$ cat src/rtl/core/kps_fifo.sv
module kps_fifo #(
  parameter int WIDTH = 8,
  parameter int DEPTH = 2
) (
  input  logic             clk,
  input  logic             rst_n,
  input  logic             wr_en,
  input  logic [WIDTH-1:0] wr_data,
  input  logic             rd_en,
  output logic [WIDTH-1:0] rd_data,
  output logic             full,
  output logic             empty
);

  localparam int AW   = (DEPTH > 1) ? $clog2(DEPTH) : 1;
  localparam int CNTW = $clog2(DEPTH + 1);

  logic [WIDTH-1:0] mem_r [DEPTH];
  logic [AW-1:0]    wr_ptr_r, wr_ptr_nxt;
  logic [AW-1:0]    rd_ptr_r, rd_ptr_nxt;
  logic [CNTW-1:0]  count_r, count_nxt;

  assign full    = (count_r == CNTW'(DEPTH));
  assign empty   = (count_r == '0);
  assign rd_data = mem_r[rd_ptr_r];

  always_comb begin
    wr_ptr_nxt = wr_ptr_r;
    rd_ptr_nxt = rd_ptr_r;
    if (wr_en) begin
      wr_ptr_nxt = (wr_ptr_r == AW'(DEPTH - 1)) ? '0 : wr_ptr_r + 1'b1;
    end
    if (rd_en) begin
      rd_ptr_nxt = (rd_ptr_r == AW'(DEPTH - 1)) ? '0 : rd_ptr_r + 1'b1;
    end
    case ({wr_en, rd_en})
      2'b10:   count_nxt = count_r + 1'b1;
      2'b01:   count_nxt = count_r - 1'b1;
      default: count_nxt = count_r;
    endcase
  end

  always_ff @(posedge clk) begin
    if (!rst_n) begin
      wr_ptr_r <= '0;
      rd_ptr_r <= '0;
      count_r  <= '0;
    end else begin
      wr_ptr_r <= wr_ptr_nxt;
      rd_ptr_r <= rd_ptr_nxt;
      count_r  <= count_nxt;
    end
  end

  always_ff @(posedge clk) begin
    if (wr_en) begin
      mem_r[wr_ptr_r] <= wr_data;
    end
  end

endmodule

$ cat config.mk
export PLATFORM = sky130hd
export DESIGN_NAME = kps_fifo
export DESIGN_NICKNAME = d
export VERILOG_FILES = /design/src/rtl/core/kps_fifo.sv
export SDC_FILE = /design/constraint.sdc
export NUM_CORES = 1
export LEC_CHECK = 0
export BUFFER_PORTS_ARGS = -buffer_cell sky130_fd_sc_hd__buf_2
export CORE_UTILIZATION = 46
export CTS_BUF_LIST = sky130_fd_sc_hd__clkbuf_8
export DETAILED_ROUTE_END_ITERATION = 7
export PLACE_DENSITY = 0.77
export SLEW_MARGIN = 15
export SYNTH_ARGS = -nofsm -noshare
export SYNTH_HDL_FRONTEND = slang
export SYNTH_SLANG_ARGS = --single-unit
$ cat constraint.sdc
create_clock -name clk -period 2.01 [get_ports clk]
set_input_delay 0.5025 -clock clk [delete_from_list [all_inputs] [get_ports clk]]
set_output_delay 0.5025 -clock clk [all_outputs]
set_load 0.02 [all_outputs]
Yosys cells after proc, flatten, opt, wreduce, memory -nomap -nowiden
Memory sizes are Yosys's and may differ from the RTL's. A register that Yosys moved wholly into a read port is not among the register bits. Cells that the tools add are included.

$add $sub $neg: 4. Equal/unequal tests: 3. Multiplexer cells: 7. Reductions and logical operators: 2.

Operator list (number): 2-to-1 mux 1 bit (6); equality test 2 bit (second input constant) (2); one-hot mux 2 bit (2 select lines) (1); adder 1 bit (second input constant) (2); adder 2 x 1 -> 2 bit (second input constant) (1); equality test 2 x 1 -> 1 bit (second input constant) (1); zero test 2 bit (1); nonzero test 2 bit (1); subtractor 2 x 1 -> 2 bit (second input constant) (1).

Register bits after elaboration: 4. Bits in writable memories: 16. Input port bits: 12. Output and inout port bits: 10. Word-level logic and storage cells: 20. Memories: 1.

Memory list: mem_r (words 2, width 8, read ports 1, clocked after Yosys merged registers in 1, wr ports 1, RTL line 18) `logic [WIDTH-1:0] mem_r [DEPTH];`.

Longest topological paths before layout
Depth after elaboration: 4. Gate-level depth with buffers: 5. Mapped depth without buffers: 5.

Worst setup path after synthesis
No wires, ideal clock.

Path type: input -> register. Start: input wr_en. End: register count_r[1]. Library setup time: 70 ps. Arrival time: 1328 ps. Required time: 1940 ps. Setup slack: 612 ps. Stages: 4. Buffers on the path: 0. Cells stage by stage: inv_1 -> ha_1 -> or3_1 -> a21boi_1.

Word-level cells in the longest chain between the ends: 2. Elaborated cells between the ends (all ways): 4. Classes of those cells: eq/ne: 2; mux: 1; reduce/logical: 1.

Ends and longest elaborated chain: start, declared (RTL line 7) `input logic wr_en,`; equality test 2 x 1 -> 1 bit / equality test 2 bit (equally long branches) (RTL line 36) `case ({wr_en, rd_en})`; one-hot mux 2 bit (2 select lines) / nonzero test 2 bit (equally long branches); end signal, assigned (RTL line 51) `count_r <= count_nxt;`; end, declared (RTL line 21) `logic [CNTW-1:0] count_r, count_nxt;`.

Several ways; a longest one is shown, not always the timed one. A chain may end at the register's enable or synchronous reset.

==> key figures <==
GRT
  • Total GRT Usage: 0.148
  • First-pass GRT wire length: 1.88 mm
  • Largest net degree at the start of global routing: 12
  • Vias in the first global route: 452
  • Antenna violations before repair: 0
  • Total grt overflow: 0

Worst setup path
  • Critical-path cell list: mux2_2 -> buf_2
  • CP Buf/Inv Count: 1
  • CP delay by family, top: flip-flops
  • Critical path type: reg2out
  • Crit end category: primary output
  • Critical Path AT: 1320 ps
  • Crit-path max FO: 8
  • Required @ worst endpoint: 1510 ps
  • Worst setup SP type: flop
  • Crit path max-delay cell type: dfxtp_1
  • Critical Path Max Stage Delay: 530 ps

Hold path
  • Hold WC Path Type: in2reg

Die
  • IO Count: 22
  • Initial Utilization: 0.508
  • Core area: 0.00156 mm²
  • Cell Rows: 14
  • Height of the die: 43.5 µm
  • DIE AREA: 0.00189 mm²
  • Die width: 43.5 µm

Detailed routing
  • DRT Pass-1 Iters: 7
  • DR DRC count: 2
  • Antenna-violating nets left: 0
  • Routed WL: 1.21 mm
  • Vias: 457
  • Starting DRT DRC Count: 12
  • WL/cell: 13.8 µm
  • Vias per Instance: 5.19

Pwr
  • Static Leak: 0.388 nW
  • VDD IR-drop max: 518 µV
  • Power Density: 933 mW/mm²
  • Tot Pwr: 0.900 mW

STA
  • Max-slew violation count: 0
  • Max-slew headroom: 0.742
  • RSZ-0062 raised after global routing: no
  • Fmax: 0.550 GHz
  • Final worst-path cycle share: 0.905
  • Fin Hold WS: 437 ps
  • Worst slew pin tran: 387 ps
  • Setup TNS: 0 ps
  • Tmin final: 1820 ps
  • Worst Skew: 1.36 ps
  • Final Hold Viols: 0
  • Final setup fails: 0

Logic synthesis
  • Top FF cell, synth: edfxtp_1
  • Post-synth design cell area: 792 µm²
  • Top post-synthesis cells by area: edfxtp_1, dfxtp_1, mux2_2
  • Synth area leader: edfxtp_1
  • Post-synthesis register bit count: 21
  • Synthesized instance count: 47
  • Synth warnings: 0
  • Top cells by count, synth: edfxtp_1, mux2_2, dfxtp_1
  • Sequential share of the synthesized area: 0.733
  • Net Count, Synth: 60
  • Post-synth ARST share: 0
  • Area fraction of the dominant cell type after synthesis: 0.607
  • Count leader, synth: edfxtp_1
  • Syn avg cell area: 16.9 µm²
  • Post-synth EDFFs: 16
  • Synth unique cells: 16

Placement
  • Hpwl dp: 919 µm
  • Area after DPL: 920 µm²
  • RePlAce Congestion: 0.653
  • Port-buffer cells: 21

Clocking
  • Total CTS buffers: 3
  • CTS resizes: 0
  • CTS max path bufs: 2
  • Clk sinks: 21
  • CTS tree: yes
  • Post-CTS Setup Inserts: 0
  • H-tree levels: 1
  • Worst-Skew Late Latency: 250 ps
  • Clk pin slew, worst setup/hold paths: 70 ps
  • Hold Buf Count CTS: 0
  • CTS root buffer: clkbuf_8

Cells and area
  • Layout cell share with drive strength beyond 1: 0.472
  • Antenna diodes: 0
  • Layout fillers: 125
  • Finished Cell Area: 965 µm²
  • Layout Nets: 86
  • Area Overhead vs Synth: 21.8%

Run status
  • Status: finished, violations left
  • Failing checks: design-rule violations

Job
  • Max_cap viols: 0
per-layer routing:
metal	GRT usage	share of wire
met5	0	0
met4	0.113	0.015
met3	0.0375	0.037
met2	0.258	0.55
met1	0.150	0.40
through the flow:
| stage | setup slack, ps | std cells | util |
|---|---|---|---|
| final | 191 | 88 | 0.619 |
| after global routing | 124 | 88 | 0.619 |
| after CTS | 162 | 88 | 0.619 |
| after detailed placement | 454 | 84 | 0.590 |
| after global placement | 442 | 84 | 0.590 |
| after floorplan | 612 | 47 | - |
state kept, by name, indices dropped and copies added, names as in the netlist, named ones only:
name / count
wr_ptr_r: 1
rd_ptr_r: 1
count_r: 2
mem_r: 16
layout by cell type, fill, tap and decap left out, types with 2 or more instances in the layout:
cell type  instances
dfxtp_1            5
buf_2             21
inv_1              2
clkbuf_8           3
xnor2_1            2
and2_1             4
mux2_2             8
nor2_1             2
edfxtp_1          16
final timing paths:
check             start           to  slack (ps)  cells past startpoint
max                flop   rd_data[3]         190                      2
min          wr_data[7]  mem_r[0][7]         440                      1
max reg2reg    wr_ptr_r  mem_r[1][0]         960                      1
min reg2reg  count_r[1]   count_r[1]         510                      2
area by class of cell:
cell class / instances / area [µm²] / area share
clock buffer: 3 / 41.3 / 0.0428
inverter: 1 / 3.75 / 0.00389
timing repair buffer: 22 / 113 / 0.117
clock inverter: 1 / 3.75 / 0.00389
multi-input combinational: 24 / 203 / 0.210
sequential: 21 / 581 / 0.602
tap: 16 / 20.0 / 0.0208
logic make-up (layout without fill, tap and decap cells):
kind of cell	Yosys count	in the layout	share of synthesized area
AOI/OAI and AO/OA	3	3	0.0253
xor gates and xnor gates	3	3	0.0332
adders and majority gates	1	1	0.0158
buffers and inverters	2	27	0.0110
DFF	21	21	0.733
muxes	8	8	0.114
and+or+nand+nor	9	9	0.0679
power breakdown:
part           switching [mW]  internal (mW)
clock                   0.121          0.136
sequential             0.0182          0.497
combinational          0.0673         0.0613
total                   0.207          0.693
No activity file was read; power rests on OpenSTA's default activity.
