## src/rtl/core/kps_pkg.sv

```systemverilog
package kps_pkg;

  // coordinate format, signed, fraction position does not affect the arithmetic
  localparam int COORD_BITS = 32;

  // segment delta and its third
  localparam int T_BITS = COORD_BITS + 1;

  // divide by three: n = nh * 2^16 + nl, and 2^16 = 3 * 21845 + 1
  localparam int SPLIT_BITS   = 16;
  localparam int NH_BITS      = T_BITS - SPLIT_BITS;
  localparam int S_BITS       = NH_BITS + 1;
  localparam int HI_MUL_BITS  = 15;
  localparam int DIV3_HI_MUL  = 21845;
  localparam int RECIP_BITS   = 19;
  localparam int DIV3_RECIP   = 349526;
  localparam int DIV3_SHIFT   = 20;
  localparam int PH_BITS      = NH_BITS + HI_MUL_BITS;
  localparam int PL_BITS      = S_BITS + RECIP_BITS;

  // rotation by +60 degrees, cos = 1/2 and sin = sqrt(3)/2 in Q0.16
  localparam int SIN_BITS   = 17;
  localparam int SIN60_Q16  = 56756;
  localparam int Q_FRAC     = 16;
  localparam int COS_SHIFT  = Q_FRAC - 1;
  localparam int HALF_Q16   = 32768;
  localparam int PROD_BITS  = T_BITS + SIN_BITS;
  localparam int ROT_BITS   = PROD_BITS - Q_FRAC;

  // headroom for sums before saturation
  localparam int WIDE_BITS = COORD_BITS + 3;

  typedef logic signed [COORD_BITS-1:0] coord_t;
  typedef logic signed [T_BITS-1:0]     delta_t;
  typedef logic signed [WIDE_BITS-1:0]  wide_t;
  typedef logic [1:0]                   slot_t;

  localparam slot_t SLOT_FIRST = 2'd0;
  localparam slot_t SLOT_LAST  = 2'd3;

  // segment command from the front end
  typedef struct packed {
    logic   first;
    coord_t x;
    coord_t y;
    coord_t px;
    coord_t py;
    delta_t dx;
    delta_t dy;
  } kps_cmd_t;

  // one emitted vertex
  typedef struct packed {
    coord_t x;
    coord_t y;
    logic   end_of_run;
  } kps_res_t;

  function automatic coord_t sat_coord(input wide_t v);
    wide_t  hi;
    wide_t  lo;
    coord_t r;
    hi = {{(WIDE_BITS - COORD_BITS + 1){1'b0}}, {(COORD_BITS - 1){1'b1}}};
    lo = ~hi;
    if (v > hi) begin
      r = hi[COORD_BITS-1:0];
    end else if (v < lo) begin
      r = lo[COORD_BITS-1:0];
    end else begin
      r = v[COORD_BITS-1:0];
    end
    return r;
  endfunction

endpackage

```

## src/rtl/core/kps_back.sv

```systemverilog
module kps_back import kps_pkg::*; (
  input  logic     clk,
  input  logic     rst_n,
  input  logic     cmd_empty,
  input  kps_cmd_t cmd_data,
  output logic     cmd_pop,
  input  logic     res_full,
  output logic     res_push,
  output kps_res_t res_data
);

  // stage valids and ready chain
  logic v1_r, v2_r, v3_r, v4_r, v5_r, bv_r;
  logic rdy1, rdy2, rdy3, rdy4, rdy5, rdy6;
  logic emit, done;

  // stage 1: magnitude plus one, split for the divide
  kps_cmd_t           c1_r;
  logic [NH_BITS-1:0] nhx1_r, nhy1_r, nhx1_nxt, nhy1_nxt;
  logic [S_BITS-1:0]  sx1_r, sy1_r, sx1_nxt, sy1_nxt;
  logic               negx1_r, negy1_r;
  logic [T_BITS-1:0]  nx, ny;

  // stage 2: quotient magnitude
  kps_cmd_t              c2_r;
  logic [COORD_BITS-1:0] qx2_r, qy2_r, qx2_nxt, qy2_nxt;
  logic                  negx2_r, negy2_r;
  logic [PH_BITS-1:0]    phx, phy;
  logic [PL_BITS-1:0]    plx, ply;

  // stage 3: signed third of the segment
  kps_cmd_t c3_r;
  delta_t   tx3_r, ty3_r, tx3_nxt, ty3_nxt;

  // stage 4: rotation products and one/two-thirds points
  kps_cmd_t                     c4_r;
  delta_t                       tx4_r, ty4_r;
  logic signed [PROD_BITS-1:0]  mx4_r, my4_r, mx4_nxt, my4_nxt;
  wide_t                        ax4_r, ay4_r, cx4_r, cy4_r;
  wide_t                        ax4_nxt, ay4_nxt, cx4_nxt, cy4_nxt;

  // stage 5: rounded rotation
  kps_cmd_t                     c5_r;
  wide_t                        ax5_r, ay5_r, cx5_r, cy5_r;
  logic signed [ROT_BITS-1:0]   rx5_r, ry5_r;
  logic signed [PROD_BITS-1:0]  lx, ly;

  // stage 6: result bundle, emitted one slot per cycle while the result queue has room
  coord_t pt_x_r [4];
  coord_t pt_y_r [4];
  slot_t  idx_r, idx_nxt;

  assign emit = bv_r && !res_full;
  assign done = emit && (idx_r == SLOT_LAST);
  assign rdy6 = !bv_r || done;
  assign rdy5 = !v5_r || rdy6;
  assign rdy4 = !v4_r || rdy5;
  assign rdy3 = !v3_r || rdy4;
  assign rdy2 = !v2_r || rdy3;
  assign rdy1 = !v1_r || rdy2;
  assign cmd_pop = rdy1 && !cmd_empty;

  assign res_push            = emit;
  assign res_data.x          = pt_x_r[idx_r];
  assign res_data.y          = pt_y_r[idx_r];
  assign res_data.end_of_run = (idx_r == SLOT_LAST);

  always_comb begin
    // |d| + 1
    nx = cmd_data.dx[T_BITS-1] ? (~cmd_data.dx + T_BITS'(2)) : (cmd_data.dx + T_BITS'(1));
    ny = cmd_data.dy[T_BITS-1] ? (~cmd_data.dy + T_BITS'(2)) : (cmd_data.dy + T_BITS'(1));
    nhx1_nxt = nx[T_BITS-1:SPLIT_BITS];
    nhy1_nxt = ny[T_BITS-1:SPLIT_BITS];
    sx1_nxt  = S_BITS'(nhx1_nxt) + S_BITS'(nx[SPLIT_BITS-1:0]);
    sy1_nxt  = S_BITS'(nhy1_nxt) + S_BITS'(ny[SPLIT_BITS-1:0]);

    // floor(n/3) = nh * 21845 + floor((nh + nl) / 3)
    phx = {{HI_MUL_BITS{1'b0}}, nhx1_r} * PH_BITS'(DIV3_HI_MUL);
    phy = {{HI_MUL_BITS{1'b0}}, nhy1_r} * PH_BITS'(DIV3_HI_MUL);
    plx = {{RECIP_BITS{1'b0}}, sx1_r} * PL_BITS'(DIV3_RECIP);
    ply = {{RECIP_BITS{1'b0}}, sy1_r} * PL_BITS'(DIV3_RECIP);
    qx2_nxt = COORD_BITS'(phx) + COORD_BITS'(plx[PL_BITS-1:DIV3_SHIFT]);
    qy2_nxt = COORD_BITS'(phy) + COORD_BITS'(ply[PL_BITS-1:DIV3_SHIFT]);

    tx3_nxt = negx2_r ? -$signed({1'b0, qx2_r}) : $signed({1'b0, qx2_r});
    ty3_nxt = negy2_r ? -$signed({1'b0, qy2_r}) : $signed({1'b0, qy2_r});

    mx4_nxt = PROD_BITS'(tx3_r) * PROD_BITS'(SIN60_Q16);
    my4_nxt = PROD_BITS'(ty3_r) * PROD_BITS'(SIN60_Q16);
    ax4_nxt = WIDE_BITS'(c3_r.px) + WIDE_BITS'(tx3_r);
    ay4_nxt = WIDE_BITS'(c3_r.py) + WIDE_BITS'(ty3_r);
    cx4_nxt = WIDE_BITS'(c3_r.px) + (WIDE_BITS'(tx3_r) <<< 1);
    cy4_nxt = WIDE_BITS'(c3_r.py) + (WIDE_BITS'(ty3_r) <<< 1);

    // round to nearest, ties upward
    lx = (PROD_BITS'(tx4_r) <<< COS_SHIFT) - my4_r + PROD_BITS'(HALF_Q16);
    ly = (PROD_BITS'(ty4_r) <<< COS_SHIFT) + mx4_r + PROD_BITS'(HALF_Q16);

    idx_nxt = idx_r;
    if (rdy6) begin
      idx_nxt = c5_r.first ? SLOT_LAST : SLOT_FIRST;
    end else if (emit) begin
      idx_nxt = idx_r + 1'b1;
    end
  end

  always_ff @(posedge clk) begin
    if (!rst_n) begin
      v1_r  <= 1'b0;
      v2_r  <= 1'b0;
      v3_r  <= 1'b0;
      v4_r  <= 1'b0;
      v5_r  <= 1'b0;
      bv_r  <= 1'b0;
      idx_r <= SLOT_FIRST;
    end else begin
      if (rdy1) begin
        v1_r <= !cmd_empty;
      end
      if (rdy2) begin
        v2_r <= v1_r;
      end
      if (rdy3) begin
        v3_r <= v2_r;
      end
      if (rdy4) begin
        v4_r <= v3_r;
      end
      if (rdy5) begin
        v5_r <= v4_r;
      end
      if (rdy6) begin
        bv_r <= v5_r;
      end
      idx_r <= idx_nxt;
    end
  end

  always_ff @(posedge clk) begin
    if (cmd_pop) begin
      c1_r    <= cmd_data;
      nhx1_r  <= nhx1_nxt;
      nhy1_r  <= nhy1_nxt;
      sx1_r   <= sx1_nxt;
      sy1_r   <= sy1_nxt;
      negx1_r <= cmd_data.dx[T_BITS-1];
      negy1_r <= cmd_data.dy[T_BITS-1];
    end
    if (rdy2 && v1_r) begin
      c2_r    <= c1_r;
      qx2_r   <= qx2_nxt;
      qy2_r   <= qy2_nxt;
      negx2_r <= negx1_r;
      negy2_r <= negy1_r;
    end
    if (rdy3 && v2_r) begin
      c3_r  <= c2_r;
      tx3_r <= tx3_nxt;
      ty3_r <= ty3_nxt;
    end
    if (rdy4 && v3_r) begin
      c4_r  <= c3_r;
      tx4_r <= tx3_r;
      ty4_r <= ty3_r;
      mx4_r <= mx4_nxt;
      my4_r <= my4_nxt;
      ax4_r <= ax4_nxt;
      ay4_r <= ay4_nxt;
      cx4_r <= cx4_nxt;
      cy4_r <= cy4_nxt;
    end
    if (rdy5 && v4_r) begin
      c5_r  <= c4_r;
      ax5_r <= ax4_r;
      ay5_r <= ay4_r;
      cx5_r <= cx4_r;
      cy5_r <= cy4_r;
      rx5_r <= lx[PROD_BITS-1:Q_FRAC];
      ry5_r <= ly[PROD_BITS-1:Q_FRAC];
    end
    if (rdy6 && v5_r) begin
      pt_x_r[0] <= sat_coord(ax5_r);
      pt_y_r[0] <= sat_coord(ay5_r);
      pt_x_r[1] <= sat_coord(ax5_r + WIDE_BITS'(rx5_r));
      pt_y_r[1] <= sat_coord(ay5_r + WIDE_BITS'(ry5_r));
      pt_x_r[2] <= sat_coord(cx5_r);
      pt_y_r[2] <= sat_coord(cy5_r);
      pt_x_r[3] <= c5_r.x;
      pt_y_r[3] <= c5_r.y;
    end
  end

  a_no_overflow: assert property (@(posedge clk) disable iff (!rst_n)
    res_push |-> !res_full)
    else $error("result written into a full queue");

  a_bundle_held: assert property (@(posedge clk) disable iff (!rst_n)
    (res_push && idx_r != SLOT_LAST) |=> bv_r)
    else $error("bundle dropped before its last slot");

  a_slot_stalls: assert property (@(posedge clk) disable iff (!rst_n)
    (bv_r && !emit) |=> $stable(idx_r))
    else $error("slot index moved without a transfer");

  a_pop_fills: assert property (@(posedge clk) disable iff (!rst_n)
    cmd_pop |=> v1_r)
    else $error("command popped but stage one empty");

endmodule

```

## config.mk

```make
export PLATFORM = sky130hd
export DESIGN_NAME = kps_back
export DESIGN_NICKNAME = d
export VERILOG_FILES = /design/src/rtl/core/kps_pkg.sv /design/src/rtl/core/kps_back.sv
export SDC_FILE = /design/constraint.sdc
export NUM_CORES = 2
export LEC_CHECK = 0
export BUFFER_PORTS_ARGS = -buffer_cell sky130_fd_sc_hd__buf_4
export CAP_MARGIN = 25
export CORE_MARGIN = 2
export CORE_UTILIZATION = 60
export CTS_BUF_LIST = sky130_fd_sc_hd__clkbuf_8
export DETAILED_ROUTE_END_ITERATION = 12
export PLACE_DENSITY = 0.8
export SYNTH_ARGS = -nofsm -noshare
export SYNTH_HDL_FRONTEND = slang
export SYNTH_SLANG_ARGS = --single-unit
```

## constraint.sdc

```tcl
create_clock -name clk -period 23.9 [get_ports clk]
set_clock_uncertainty 0.05 [all_clocks]
set_input_delay 3.585 -clock clk [delete_from_list [all_inputs] [get_ports clk]]
set_output_delay 3.585 -clock clk [all_outputs]
set_load 0.02 [all_outputs]
```

## Yosys cells after proc, flatten, opt, wreduce, memory -nomap -nowiden

Memories as Yosys holds them, arrays and structs flattened. A register that Yosys moved wholly into a read port is not among the register bits.
Index checks and enable logic that the tools add are counted.

- Memory bits (writable): 256
- Bits of input ports: 199
- Memories: 2
- Register bits after elaboration: 1239

Memories:

| memory | depth | bits a word | rd ports | clocked after memory_dff | write ports | line | RTL |
|---|---|---|---|---|---|---|---|
| pt_x_r | 4 | 32 | 1 | 1 | 4 | kps_back.sv:49 | `coord_t pt_x_r [4];` |
| pt_y_r | 4 | 32 | 1 | 1 | 4 | kps_back.sv:50 | `coord_t pt_y_r [4];` |

- Mux-type cells: 31
- Bitwise gates (word level): 2
- Eq/ne operators: 1
- $mul: 6
- $lt $le $gt $ge: 12
- Reduce and logical (&&, ||, !) cells: 23
- Add/subtract/negate cells: 21

Operators with widths:

| kind | number |
|---|---|
| 2-to-1 mux 32 bit | 20 |
| greater-than comparator 35 x 32 -> 1 bit, second input constant | 6 |
| less-than comparator 35 x 32 -> 1 bit, second input constant | 6 |
| adder 50 x 17 -> 50 bit, second input constant | 2 |
| multiplier 33 x 15 -> 48 bit, second input constant | 2 |
| multiplier 18 x 18 -> 36 bit, second input constant | 2 |
| adder 32 x 34 -> 35 bit | 2 |
| adder 35 x 34 -> 35 bit | 2 |
| adder 32 x 33 -> 34 bit | 2 |
| adder 33 x 2 -> 33 bit, second input constant | 2 |
| adder 33 x 3 -> 33 bit, second input constant | 2 |
| 2-to-1 mux 33 bit | 2 |
| negation 32 -> 33 bit | 2 |
| NOT 33 bit | 2 |
| adder 32 x 17 -> 32 bit | 2 |
| multiplier 17 x 15 -> 32 bit, second input constant | 2 |
| adder 48 x 50 -> 50 bit | 1 |
| subtractor 48 x 50 -> 50 bit | 1 |
| adder 17 x 16 -> 18 bit | 2 |
| 2-to-1 mux 2 bit | 7 |
| logical AND 1 bit | 8 |
| zero test 1 bit | 8 |
| logical OR 1 bit | 6 |
| adder 2 x 1 -> 2 bit, second input constant | 1 |
| other kinds (3) | 4 |

## Depth between registers and ports, before layout

- Depth after elaboration: 10
- Depth in mapped cells: 41
- Depth with buffers taken out: 41

## Worst setup path after synthesis

OpenSTA, ideal clock, no wires.

- Path kind: input -> register
- Start point: input port res_full
- End point: register ax5_r[0], enable pin
- Stages: 3
- Data arrival time: 23345 ps
- Required time: 22536 ps
- Library setup time: 1314 ps
- Path slack: -810 ps
- Cell sequence: inv_1 a21boi_0 a21boi_0

- Cells in the longest elaborated chain, start to end: 6

RTL lines:

| element | line | RTL |
|---|---|---|
| start, declared | kps_back.sv:7 | `input logic res_full,` |
| zero test 1 bit | kps_back.sv:53 | `assign emit = bv_r && !res_full;` |
| logical AND 1 bit | kps_back.sv:53 |  |
| logical AND 1 bit | kps_back.sv:54 | `assign done = emit && (idx_r == SLOT_LAST);` |
| logical OR 1 bit | kps_back.sv:55 | `assign rdy6 = !bv_r \|\| done;` |
| logical OR 1 bit | kps_back.sv:56 | `assign rdy5 = !v5_r \|\| rdy6;` |
| logical AND 1 bit | kps_back.sv:172 | `if (rdy5 && v4_r) begin` |
| end signal, assigned | kps_back.sv:174 | `ax5_r <= ax4_r;` |
| end, declared | kps_back.sv:44 | `wide_t ax5_r, ay5_r, cx5_r, cy5_r;` |

Every way passes these cells.
A chain may end at the register's enable or synchronous reset.

## Worst setup path after layout

- Start point: register sx1_r[1]
- End point: register qx2_r[31] (data pin)

- Cells in the longest elaborated chain, start to end: 2

RTL lines:

| element | line | RTL |
|---|---|---|
| start, declared | kps_back.sv:20 | `logic [S_BITS-1:0] sx1_r, sy1_r, sx1_nxt, sy1_nxt;` |
| start signal, assigned | kps_back.sv:144 | `sx1_r <= sx1_nxt;` |
| multiplier 18 x 18 -> 36 bit | kps_back.sv:80 | `plx = {{RECIP_BITS{1'b0}}, sx1_r} * PL_BITS'(DIV3_RECIP);` |
| adder 32 x 17 -> 32 bit | kps_back.sv:82 | `qx2_nxt = COORD_BITS'(phx) + COORD_BITS'(plx[PL_BITS-1:DIV3_SHIFT]);` |
| named net qx2_nxt[31] | kps_back.sv:26 | `logic [COORD_BITS-1:0] qx2_r, qy2_r, qx2_nxt, qy2_nxt;` |
| end signal, assigned | kps_back.sv:151 | `qx2_r <= qx2_nxt;` |
| end, declared | kps_back.sv:26 |  |

The timed path passes the listed nets, and every way through them passes these cells.

==> run_results.csv <==
group,metric,value,unit
layout,final_nets,11420,
critical_path,reg2reg_slack,13.24,ns
synthesis,synthFlopType,"edfxtp_1",
placement,dp_hpwl,191400,microns
cts,cts_resized,0,
cts,clkSinkCount,1478,
route,vias_per_cell,5.657,
synthesis,synth_edf_count,1468,
cts,numCtsBuffers,235,
synthesis,yosysMostFrequentCell,"inv_1",
global_route,grt_max_degree,130,
cts,htreeDepth,4,
route,firstDrtPassIters,8,
route,vias,65550,
synthesis,synth_nets,10970,
synthesis,synth-async-reset-ratio,0,
timing,fmax,93.81,MHz
route,drt-total-wl,239000,microns
cts,ctsRootBufferMaster,"clkbuf_8",
placement,place.gp.congestion,0.9470,
timing,rsz0062_at_grt,"false",
route,antenna_left,0,
route,drc_errors,0,
layout,nFillCells,12820,
timing,slew_viol_final,0,
cts,clkTransAtPathRegs,0.06,ns
die,row_count,154,
timing,setup_violations,0,
synthesis,synth_cells,8600,
global_route,grt_antenna_before_repair,4,
synthesis,yosysTopAreaCellShare,0.4161,
critical_path,crit_top_cell,"fa_1",
job,cap_violations,0,
route,drt_iter0_drc,4507,
timing,fin_crit_sh,0.4460,
timing,slew_headroom,0.2973,
synthesis,netlist_top_cells_count,"inv_1, edfxtp_1, ha_1, fa_1, a21oi_1",
placement,port_buffers,265,
cts,cts_tree,"built",
timing,period_minus_slack,10.66,ns
critical_path,critical_path_class,"register to register",
synthesis,synth-seq-cells,1478,
critical_path,crit_arrival,11.36,ns
global_route,grt_pass1_vias,69350,
synthesis,yosysUniqueCellTypes,87,
cts,insertion_delay,1.05,ns
cts,clock_path_buffers,3,
route,avgRoutedWirePerCell,20.63,microns
die,die-area,180000,sq um
critical_path,start_kind,"register",
die,core-area,175700,sq um
timing,worst_pin_slew,1.054,ns
timing,fin_tns_setup,0,ns
synthesis,synthesis.area,106000,sq um
synthesis,yosysSeqAreaShare,0.4179,
cts,cts-hold-fix-buffers,0,
hold_path,hold_class,"register to register",
synthesis,synth.yosys.warnings,0,
synthesis,synthTopCellsByArea,"edfxtp_1, fa_1, ha_1",
critical_path,crit_slowest_cell,"o31ai_1",
global_route,grt.overflow.total,0,
critical_path,path_max_fanout,7,
critical_path,critPathMaxStageDelay,0.68,ns
critical_path,worstPathRequired,24.60,ns
cts,post-cts-setup-buffers,0,
synthesis,synth.avg_cell_area,12.32,sq um
global_route,grt_pass1_wl,378200,microns
layout,syn2layout_area_growth,9.412,%
die,die-height,424.2,microns
die,io_pins,266,
die,start_util,0.6029,
critical_path,cp-end-kind,"register",
die,die_w,424.2,microns
synthesis,yosys.area.top_type,"edfxtp_1",
timing,final-hold-violation-count,0,
layout,drive_above_1_share,0.08305,
run_status,status,"finished, final reports clean",
global_route,grt_use_total,0.2709,
[kinds of logic after synthesis]
kind of cell | share of synthesized area
adder cells (fa/ha/maj) | 0.3219
buffers and inverters | 0.06104
flip-flops | 0.4179
AO/OA/AOI/OAI | 0.08551
AND/OR/NAND/NOR | 0.05429
XOR/XNOR | 0.04480
multiplexers | 0.01450
[final timing paths]
| path | start | endpoint | cells after the start |
|---|---|---|---|
| worst max-delay path | sx1_r[1] | qx2_r[31] | 38 |
| worst min-delay path | cx4_r[9] | cx5_r[9] | 0 |
| worst max register to register | sx1_r[1] | qx2_r[31] | 38 |
| worst min register to register | cx4_r[9] | cx5_r[9] | 0 |
[state kept, by name, indices dropped and copies added, names as in the netlist, 33 cells and up, named ones only]
name and flops:
c3_r 129, c4_r 65, tx3_r 33, c2_r 129, mx4_r 35, my4_r 46
ax5_r 34, cy5_r 35, cx5_r 35, pt_y_r 128, ay4_r 34, cy4_r 35
ty4_r 33, cx4_r 35, c1_r 129, ay5_r 34, tx4_r 33, pt_x_r 128
ry5_r 34, ty3_r 33, ax4_r 34, rx5_r 34, c5_r 65
[critical path: cells and delay by family, from the launching register on]
kind | cells | cell delay (ns)
DFF | 1 | 0.51
buffers and inverters | 5 | 0.25
xor gates and xnor gates | 3 | 0.58
AOI/OAI and AO/OA | 15 | 3.76
adders and majority gates | 11 | 4.76
and+or+nand+nor | 4 | 0.46
[per-stage QoR]
step,setup WS [ns],instance area [sq um],cells,utilization,hold WS [ns]
floorplan,1.380,106000,8600,-,0.3503
global placement,13.55,110900,11150,0.6312,0.3505
detailed placement,13.40,110900,11150,0.6312,0.3545
CTS,13.29,115800,11580,0.6591,0.3067
global route,12.72,115900,11590,0.6597,0.3258
finish,13.24,115900,11590,0.6597,0.3173
[layer usage]
metal  vias to the layer above  global-route usage  part of all wire
met3                       396             0.03777             0.055
met5                         -                   0          0.000054
met1                     32580              0.3623              0.42
met2                      1978              0.4577              0.49
met4                         2             0.09069             0.032
li1                      30600                   -                 -
[area by class of cell]
cell class / count / area (sq um) / share of cell area
multi-input cells: 5405 / 55320 / 0.4772
flip-flops and latches: 1478 / 44290 / 0.3820
inverters: 1619 / 6077 / 0.05242
clock buffers: 235 / 3234 / 0.02790
well taps: 2340 / 2928 / 0.02526
repair buffers: 310 / 2400 / 0.02070
clock inverters: 200 / 1675 / 0.01445
diodes: 2 / 5.005 / 0.00004317
[layout by cell type (no fill, tap or decap), types with 21 or more instances in the layout]
cell,count
ha_1,1254
clkinv_1,59
a31oi_1,35
nand2b_1,75
a21o_1,261
or2_2,21
xnor2_1,376
a21oi_1,421
fa_1,920
nand2_1,220
edfxtp_1,1468
o21ai_0,305
buf_4,306
nor2b_1,63
mux4_2,64
nor2_1,412
clkinv_2,41
o21a_1,65
xor2_1,166
o31ai_1,38
and3_1,51
nor3_1,78
o21bai_1,58
inv_1,1668
and2_1,27
nand4_1,42
clkbuf_8,235
bufinv_16,23
or3_1,25
a211oi_1,49
nand3_1,92
Power is left out: the tool's default activity adds up to more than one toggle a clock period on the data nets, which glitch-free logic cannot reach.
